**src/hbsd_pkg.sv**
```systemverilog
`timescale 1ns / 1ps
`default_nettype none
// ----------------------------------------------------------------------------
// hbsd_pkg
// Shared constants and types for the bit-serial Huffman decoder.
// ----------------------------------------------------------------------------
package hbsd_pkg;

  localparam int SYMBOLS      = 256;
  localparam int MAX_CODE_LEN = 64;
  localparam int CODE_W       = 64;
  localparam int LEN_W        = 7;
  localparam int SYM_W        = 8;

  localparam logic ACT_LOAD   = 1'b0;
  localparam logic ACT_DECODE = 1'b1;

  typedef enum logic [1:0] {
    ST_OK       = 2'd0,
    ST_TOO_LONG = 2'd1,
    ST_END_MID  = 2'd2
  } status_t;

  // Search token passed from cell to cell.
  typedef struct packed {
    logic             probe;
    logic             found;
    logic [SYM_W-1:0] sym;
  } link_t;

endpackage
`default_nettype wire

```
**src/hbsd_cell.sv**
```systemverilog
`timescale 1ns / 1ps
`default_nettype none
// ----------------------------------------------------------------------------
// hbsd_cell
// One dictionary entry; compares it with the accumulated code as the
// search token passes by and forwards the token one cell per cycle.
// ----------------------------------------------------------------------------
module hbsd_cell (
  input  wire logic                        clk,
  input  wire logic                        rst,
  input  wire logic [hbsd_pkg::SYM_W-1:0]  cell_id,
  input  wire logic                        wr_en,
  input  wire logic [hbsd_pkg::SYM_W-1:0]  wr_index,
  input  wire logic [hbsd_pkg::LEN_W-1:0]  wr_length,
  input  wire logic [hbsd_pkg::CODE_W-1:0] wr_code,
  input  wire logic [hbsd_pkg::LEN_W-1:0]  q_length,
  input  wire logic [hbsd_pkg::CODE_W-1:0] q_code,
  input  wire hbsd_pkg::link_t             link_in,
  output hbsd_pkg::link_t                  link_out
);

  logic [hbsd_pkg::LEN_W-1:0]  length;
  logic [hbsd_pkg::CODE_W-1:0] code;
  logic                        hit;

  assign hit = (length == q_length) && (code == q_code);

  always_ff @(posedge clk) begin
    if (rst) begin
      length         <= '0;
      link_out.probe <= 1'b0;
      link_out.found <= 1'b0;
    end else begin
      if (wr_en && (wr_index == cell_id)) begin
        length <= wr_length;
      end
      link_out.probe <= link_in.probe;
      link_out.found <= link_in.found | (link_in.probe & hit);
    end
    if (wr_en && (wr_index == cell_id)) begin
      code <= wr_code;
    end
    // lowest index wins: keep an earlier hit
    link_out.sym <= link_in.found ? link_in.sym : cell_id;
  end

endmodule
`default_nettype wire

```
**config.mk**
```make
export PLATFORM = sky130hd
export DESIGN_NAME = hbsd_cell
export DESIGN_NICKNAME = d
export VERILOG_FILES = /design/src/hbsd_pkg.sv /design/src/hbsd_cell.sv
export SDC_FILE = /design/constraint.sdc
export NUM_CORES = 1
export LEC_CHECK = 0
export BUFFER_PORTS_ARGS = -buffer_cell sky130_fd_sc_hd__buf_2
export CORE_MARGIN = 5
export CORE_UTILIZATION = 45
export DETAILED_ROUTE_END_ITERATION = 8
export GPL_TIMING_DRIVEN = 0
export PLACE_DENSITY = 0.78
export SYNTH_ARGS = -nofsm -noshare
export SYNTH_HDL_FRONTEND = slang
export SYNTH_SLANG_ARGS = --single-unit
```
**constraint.sdc**
```tcl
create_clock -name clk -period 15.26 [get_ports clk]
set_input_delay 1.526 -clock clk [delete_from_list [all_inputs] [get_ports clk]]
set_output_delay 1.526 -clock clk [all_outputs]
set_load 0.02 [all_outputs]
```
### After elaboration in Yosys (flattened, before gate mapping)

Index checks and enable logic that the tools add are counted.

* eq/ne operators: 3
* multiplexer cells: 1
* bitwise logic cells: 2
* reduce and logical (&&, ||, !) cells: 2

Operator list (count)
* == test 64 bit: 1
* == test 8 bit: 1
* two-way mux 8 bit: 1
* == test 7 bit: 1
* logical AND 1 bit: 2
* AND 1 bit: 1
* OR 1 bit: 1

* register bits: 81
* input port bits: 171
* output and inout bits: 10
* logic and storage cells: 13

### Logic depth before layout (Yosys ltp)

Gate-level depths: netlist of the first run.

* word-level depth: 4
* mapped depth: 6
* mapped depth without buffers: 5

### Least setup slack after synthesis of the first run

OpenSTA, ideal clock, no wires.

* path type: input to register
* start point: input port cell_id[3] (netlist name)
* end point: register code[0] (netlist name), enable pin
* setup time: 565 ps
* arrival: 6285 ps
* data required time: 14695 ps
* path slack: 8410 ps
* stages: 3
* cells stage by stage: xnor2_1 -> nand4_1 -> nor3_1

* longest elaborated chain between the ends: 2

RTL lines
* start, declared: line hbsd_cell.sv:11 `input wire logic [hbsd_pkg::SYM_W-1:0] cell_id,`
* == test 8 bit: line hbsd_cell.sv:40 `if (wr_en && (wr_index == cell_id)) begin`
* logical AND 1 bit: line hbsd_cell.sv:40
* end signal, assigned: line hbsd_cell.sv:41 `code <= wr_code;`
* end, declared: line hbsd_cell.sv:23 `logic [hbsd_pkg::CODE_W-1:0] code;`

Every way passes these cells.
A chain may end at the register's enable or synchronous reset.

### Worst setup path in the final report of the first run

* start point: input port cell_id[4] (netlist name)
* end point: register code[12] (netlist name), enable pin

Same word-level chain as after synthesis.

==> impl_metrics.csv, run 1 <==
group,metric,value,unit
run_status,status,"finished, final reports clean",
synth,netlist_area,0.003406,sq mm
worst_setup_path,cp.required,15.30,ns
sta,fmax,313.7,MHz
global_route,overflow,0,
power,ir_drop,0.00007446,V
die,core,0.007292,sq mm
synth,synthCells,236,
sta,finalHoldViolCount,0,
drt,viasPerCell,4.775,
power,swShare,19.80,%
placed_design,dp_hpwl,7028,microns
cells_and_area,stdcell_area,0.004718,sq mm
cts,clk_latency,0.34,ns
drt,drt_iter0_drc,61,
power,p_switching,0.00009217,W
sta,drv_slew,0,
die,die_x,97.00,microns
global_route,grt_antenna_before_repair,0,
flow_run,cap_violations,0,
synth,ys_seq_area_share,66.42,%
global_route,grt_pass1_wl,13440,microns
cells_and_area,drive_gt1_share,47.36,%
placed_design,gp_congestion,0.8188,
synth,synth_cell_types,26,
die,row_count,31,
worst_setup_path,crit_path_start_kind,"input pin",
sta,skew,0.004183,ns
sta,tns,0,ns
synth,synth_nets,407,
cells_and_area,stdcell_count,534,
sta,rsz0062_at_grt,"no",
cells_and_area,n_antenna_cell,0,
power,pwr-share-clk,38.7,%
cells_and_area,final_nets,601,
drt,dr.pass1.iters,5,
cts,h-tree-depth,3,
drt,wl,8373,microns
placed_design,post-place-cells,518,
sta,worst_slew_pin_slew,0.8667,ns
drt,routed-via-count,2550,
cts,cts_buffers,9,
cts,holdBufCountCts,0,
synth,ys_warn_count,0,
power,p_seq_share,51.7,%
power,p_int,0.0003733,W
cells_and_area,postLayoutCoreUtil,64.70,%
drt,drtAntennaViolNets,0,
worst_setup_path,cp.arrival,3.23,ns
power,p_per_area,98.66,mW/mm^2
synth,avgSynthCellArea,14.43,sq um
cts,postCtsSetupRepairBufs,0,
die,die_area,0.009408,sq mm
sta,relSlewSlack,41.90,%
worst_setup_path,worstPathMaxFanout,13,
die,initial_utilization,46.71,%
cts,cts_root_buf,"clkbuf_8",
placed_design,place_area,0.004486,sq mm
sta,finalCriticalPeriod,3.187,ns
global_route,grt_max_degree,15,
power,p_comb_share,9.6,%
cells_and_area,area_growth,38.54,%
cts,clock_path_buffers,2,
cts,cts_tree,"built",
drt,wl_per_cell,15.68,microns
global_route,groute.usage.overall,18.15,%
cts,cts_resized,0,
drt,post-route-drc-count,0,
cts,clkTransAtPathRegs,0.08,ns
die,pin_count,181,
global_route,grt_pass1_vias,2905,
cts,clock-sinks,81,
die,fp.dieH,97.00,microns
sta,setup_viol,0,
sta,fin_crit_sh,20.89,%
synth,synth_seq_cells,81,
worst_setup_path,crit_type,"input pin to flip-flop",
worst_setup_path,cp-end-kind,"flip-flop",
power,power_leakage,1.925,nW
hold_path,hold_class,"flip-flop to flip-flop",
placed_design,io_buffers,178,
power groups by stage:
stage | sequential [W] | clock (W) | combinational (W)
2_1_floorplan | 0.000249 | 0 | 0.0000146
3_3_place_gp | 0.000246 | 0 | 0.0000432
3_5_place_dp | 0.000246 | 0 | 0.0000450
4_1_cts | 0.000241 | 0.000184 | 0.0000452
5_1_grt | 0.000241 | 0.000194 | 0.0000494
6_report | 0.000241 | 0.000180 | 0.0000446
layout make-up:
class	count	area, sq um
Fill cell	605	2574
Sequential cell	81	2262
Multi-Input combinational cell	133	1066
Timing Repair Buffer	183	950.9
Clock buffer	9	123.9
Tap cell	99	123.9
Clock inverter	7	108.9
Inverter	20	75.07
Buffer	2	7.507
final timing paths:
path              start          end  slack, ns  cells past startpoint
max          cell_id[4]     code[12]      12.07                      6
min           length[4]    length[4]       0.51                      2
max reg2reg     code[5]  link_out[8]      13.56                      5
min reg2reg   length[4]    length[4]       0.51                      2
sequential cells by signal, summed over array words and instances, names as in the netlist:
signal	flops
link_out	10
length	7
code	64
cells in the final DEF (no fill, tap or decap), drive strengths merged, types with 6 or more instances in the layout:
cell type,n
buf,183
edfxtp,64
xnor2,58
inv,20
dfxtp,17
nand4,14
clkbuf,11
mux2,8
mux2i,7
nor2,7
o22ai,7
nor4,6
a22oi,6
cell families after synthesis:
logic type,after synthesis,synth area share (%)
AOI/OAI and AO/OA,20,4.335
xor gates and xnor gates,60,15.43
buffers and inverters,22,2.425
DFF,81,66.42
muxes,15,4.703
and+or+nand+nor,38,6.687
per-layer routing:
layer / up-vias / share of wire (%) / track usage (%) / wire length [microns]
li1: 1249 / - / - / -
met1: 1155 / 36 / 19.31 / 3047
met2: 126 / 53 / 33.44 / 4459
met3: 20 / 7.5 / 4.245 / 631
met4: 0 / 2.8 / 8.747 / 235
met5: - / 0 / 0 / 0
stage by stage:
step | power [W] | worst slack (ns) | hold slack, ns
6_report | 0.0004655 | 12.07 | 0.5145
5_1_grt | 0.0004845 | 11.93 | 0.5676
4_1_cts | 0.0004701 | 12.03 | 0.5225
3_5_place_dp | 0.0002909 | 11.67 | 0.4960
3_3_place_gp | 0.0002891 | 6.486 | 0.4812
2_1_floorplan | 0.0002632 | 8.410 | 0.4604
synth_stat cells:
master	instances	area [sq um]
nand2_1	2	7.510
a32o_1	1	10.01
mux2i_1	7	70.07
nand3_1	1	5.000
and4b_1	1	10.01
nor3_1	2	10.01
inv_1	20	75.07
nor3_4	1	16.27
xnor2_1	58	508.0
nor2b_1	2	12.51
nor2_1	7	26.28
xor2_1	2	17.52
mux2_2	8	90.09
o221ai_1	1	8.760
edfxtp_1	64	1922
clkbuf_1	2	7.510
nand4_1	14	87.58
a21oi_1	1	5.000
o2bb2ai_1	3	26.28
and3_1	1	6.260
a22oi_1	6	45.04
and4_1	1	8.760
o22ai_1	7	43.79
a22o_1	1	8.760
nor4_1	6	37.54
dfxtp_1	17	340.3
worst max-delay path, cell delays in order:
cell and delay, ns:
buf_2 0.12, xnor2_1 0.16, nand4_1 0.22, nor3_2 0.75, buf_6 0.26, buf_6 0.18
Power figures use the tool's default switching activity.
==> run 2, diff against run 1 <==
==> constraint.sdc (replaced) <==
create_clock -name clk -period 3.3 [get_ports clk]
set_input_delay 0.33 -clock clk [delete_from_list [all_inputs] [get_ports clk]]
set_output_delay 0.33 -clock clk [all_outputs]
set_load 0.02 [all_outputs]
==> impl_metrics.csv, run 2 (synthesis results as in run 1) <==
group,metric,value,unit
cells_and_area,top_regs,"code: 64 flops, link_out: 10 flops, length: 7 flops",
cts,clkTransAtPathRegs,0.08,ns
worst_setup_path,cp_cell_sequence,"buf_2, xnor2_1, nand4_1, nor3_4, buf_8, buf_16",
drt,wl,8158,microns
cts,postCtsSetupRepairBufs,0,
sta,worst_slew_pin_slew,0.6597,ns
drt,drt_iter0_drc,62,
drt,viasPerCell,4.692,
die,core,0.007292,sq mm
cells_and_area,final_nets,599,
worst_setup_path,worstPathMaxFanout,23,
hold_path,whs_path_depth,1,
die,die_x,97.00,microns
worst_setup_path,r2r_cells,5,
power,p_per_area,413.2,mW/mm^2
die,row_count,31,
cells_and_area,final_common_cell,"buf_2",
die,die_area,0.009408,sq mm
run_status,status,"finished, final reports clean",
worst_setup_path,cpPeakStageDelay,0.63,ns
sta,relSlewSlack,55.88,%
cts,clock_path_buffers,2,
global_route,groute.usage.overall,17.20,%
drt,post-route-drc-count,0,
worst_setup_path,cp.required,3.35,ns
power,ir_drop,0.0002329,V
sta,drv_slew,0,
hold_path,worst_hold_path.endpoint,"code[24]",
cts,h-tree-depth,3,
sta,finalHoldViolCount,0,
drt,wl_per_cell,15.33,microns
sta,fin_crit_sh,57.51,%
global_route,grt_pass1_vias,2721,
placed_design,dp_hpwl,6818,microns
cells_and_area,postLayoutCoreUtil,63.97,%
sta,skew,0.007414,ns
drt,dr.pass1.iters,4,
worst_setup_path,crit_type,"input pin to flip-flop",
drt,routed-via-count,2496,
cts,cts_resized,0,
cts,clock-sinks,81,
cells_and_area,largest_register,"code",
worst_setup_path,reg2reg_from,"code[11]",
worst_setup_path,cp-end-kind,"flip-flop",
hold_path,hold_class,"input pin to flip-flop",
worst_setup_path,cp_top_family,"simple AND/OR/NAND/NOR gates",
cells_and_area,area_growth,36.96,%
die,fp.dieH,97.00,microns
worst_setup_path,cp.arrival,1.94,ns
cts,cts_buffers,9,
sta,fmax,527.0,MHz
drt,drtAntennaViolNets,0,
cells_and_area,multi_input_area,0.001072,sq mm
sta,rsz0062_at_grt,"no",
placed_design,io_buffers,178,
global_route,overflow,0,
flow_run,cap_violations,0,
cells_and_area,drive_gt1_share,47.11,%
sta,setup_viol,0,
cts,cts_tree,"built",
worst_setup_path,crit_path_start_kind,"input pin",
cts,cts_root_buf,"clkbuf_8",
global_route,grt_max_degree,24,
die,initial_utilization,46.71,%
worst_setup_path,r2r-end,"link_out[8]",
cells_and_area,largest_reg_flops,64,
die,pin_count,181,
worst_setup_path,timing.critical_path.buf_inv,3,
global_route,grt_pass1_wl,12790,microns
worst_setup_path,cp_slowest_cell,"nor3_4",
cells_and_area,most-common-layout-cells,"178 x buf_2, 64 x edfxtp_1, 58 x xnor2_1, 20 x inv_1, 17 x dfxtp_1",
placed_design,gp_congestion,0.8738,
global_route,grt_antenna_before_repair,0,
sta,finalCriticalPeriod,1.898,ns
cts,holdBufCountCts,0,
cells_and_area,n_antenna_cell,0,
worst_setup_path,r2r_slack,1.66,ns
cts,clk_latency,0.34,ns
hold_path,hold_path.startpoint,"wr_code[24]",
cells_and_area,regArea,0.002262,sq mm
power,power.total,0.001927,W
power,power_leakage,1.896,nW
cells_and_area,n_fill_cell,606,
## run 2: changes by cell type in the layout (fill, tap and decap cells not counted)
cell	delta
clkinv_1	-1
clkbuf_1	+1
nor3_2	-1
clkinv_2	+1
buf_16	+2
nor3_4	+1
clkinvlp_4	+2
buf_6	-4
bufinv_16	-3
## run 2: how the worst max path moves through the flow
stage | from | to | slack [ns] | depth (start not counted)
after floorplan | cell_id[3] | code[0] | 0.56 | 3
after global placement | cell_id[0] | code[52] | -0.15 | 4
after detailed placement | cell_id[0] | code[62] | 1.01 | 6
after CTS | cell_id[0] | code[48] | 1.35 | 6
after global routing | cell_id[0] | code[18] | 1.33 | 6
final | cell_id[0] | code[48] | 1.40 | 6
## run 2: worst register-to-register path, delay by kind of cell, from the launching register on
family	cells	cell delay (ns)
compound gates	1	0.15
xor+xnor	1	0.16
flops	1	0.39
simple gates	3	0.90
## run 2: through the flow
step / setup slack [ns] / cells / hold slack (ns) / TNS [ns] / area, sq um
after floorplan: 0.5594 / 236 / 0.4289 / 0 / 3417
after global placement: -0.1502 / 513 / 0.4785 / -9.449 / 4432
after detailed placement: 1.006 / 516 / 0.5060 / 0 / 4502
after CTS: 1.354 / 532 / 0.1312 / 0 / 4664
after global routing: 1.328 / 532 / 0.1371 / 0 / 4664
final: 1.402 / 532 / 0.1564 / 0 / 4664
## run 2: final cells by class
class,instances,area share [%]
Clock inverter,6,0.7511
Sequential cell,81,48.50
Inverter,20,1.609
Buffer,2,0.1609
Clock buffer,10,2.736
Timing Repair Buffer,181,20.60
Multi-Input combinational cell,133,22.99
Tap cell,99,2.656
## run 2: metal layers
metal | share of wire, % | vias up | global-route usage (%)
met5 | 0 | - | 0
met3 | 7.5 | 21 | 5.396
li1 | - | 1245 | -
met4 | 2.8 | 0 | 8.855
met1 | 37 | 1110 | 18.13
met2 | 53 | 120 | 30.63
## run 2: power by group
group / leakage (nW) / switching (W) / internal (W)
Clock: 0.0734 / 0.000339 / 0.000267
Sequential: 0.716 / 0.00000290 / 0.00111
Combinational: 1.11 / 0.0000871 / 0.000121
Total: 1.90 / 0.000429 / 0.00150
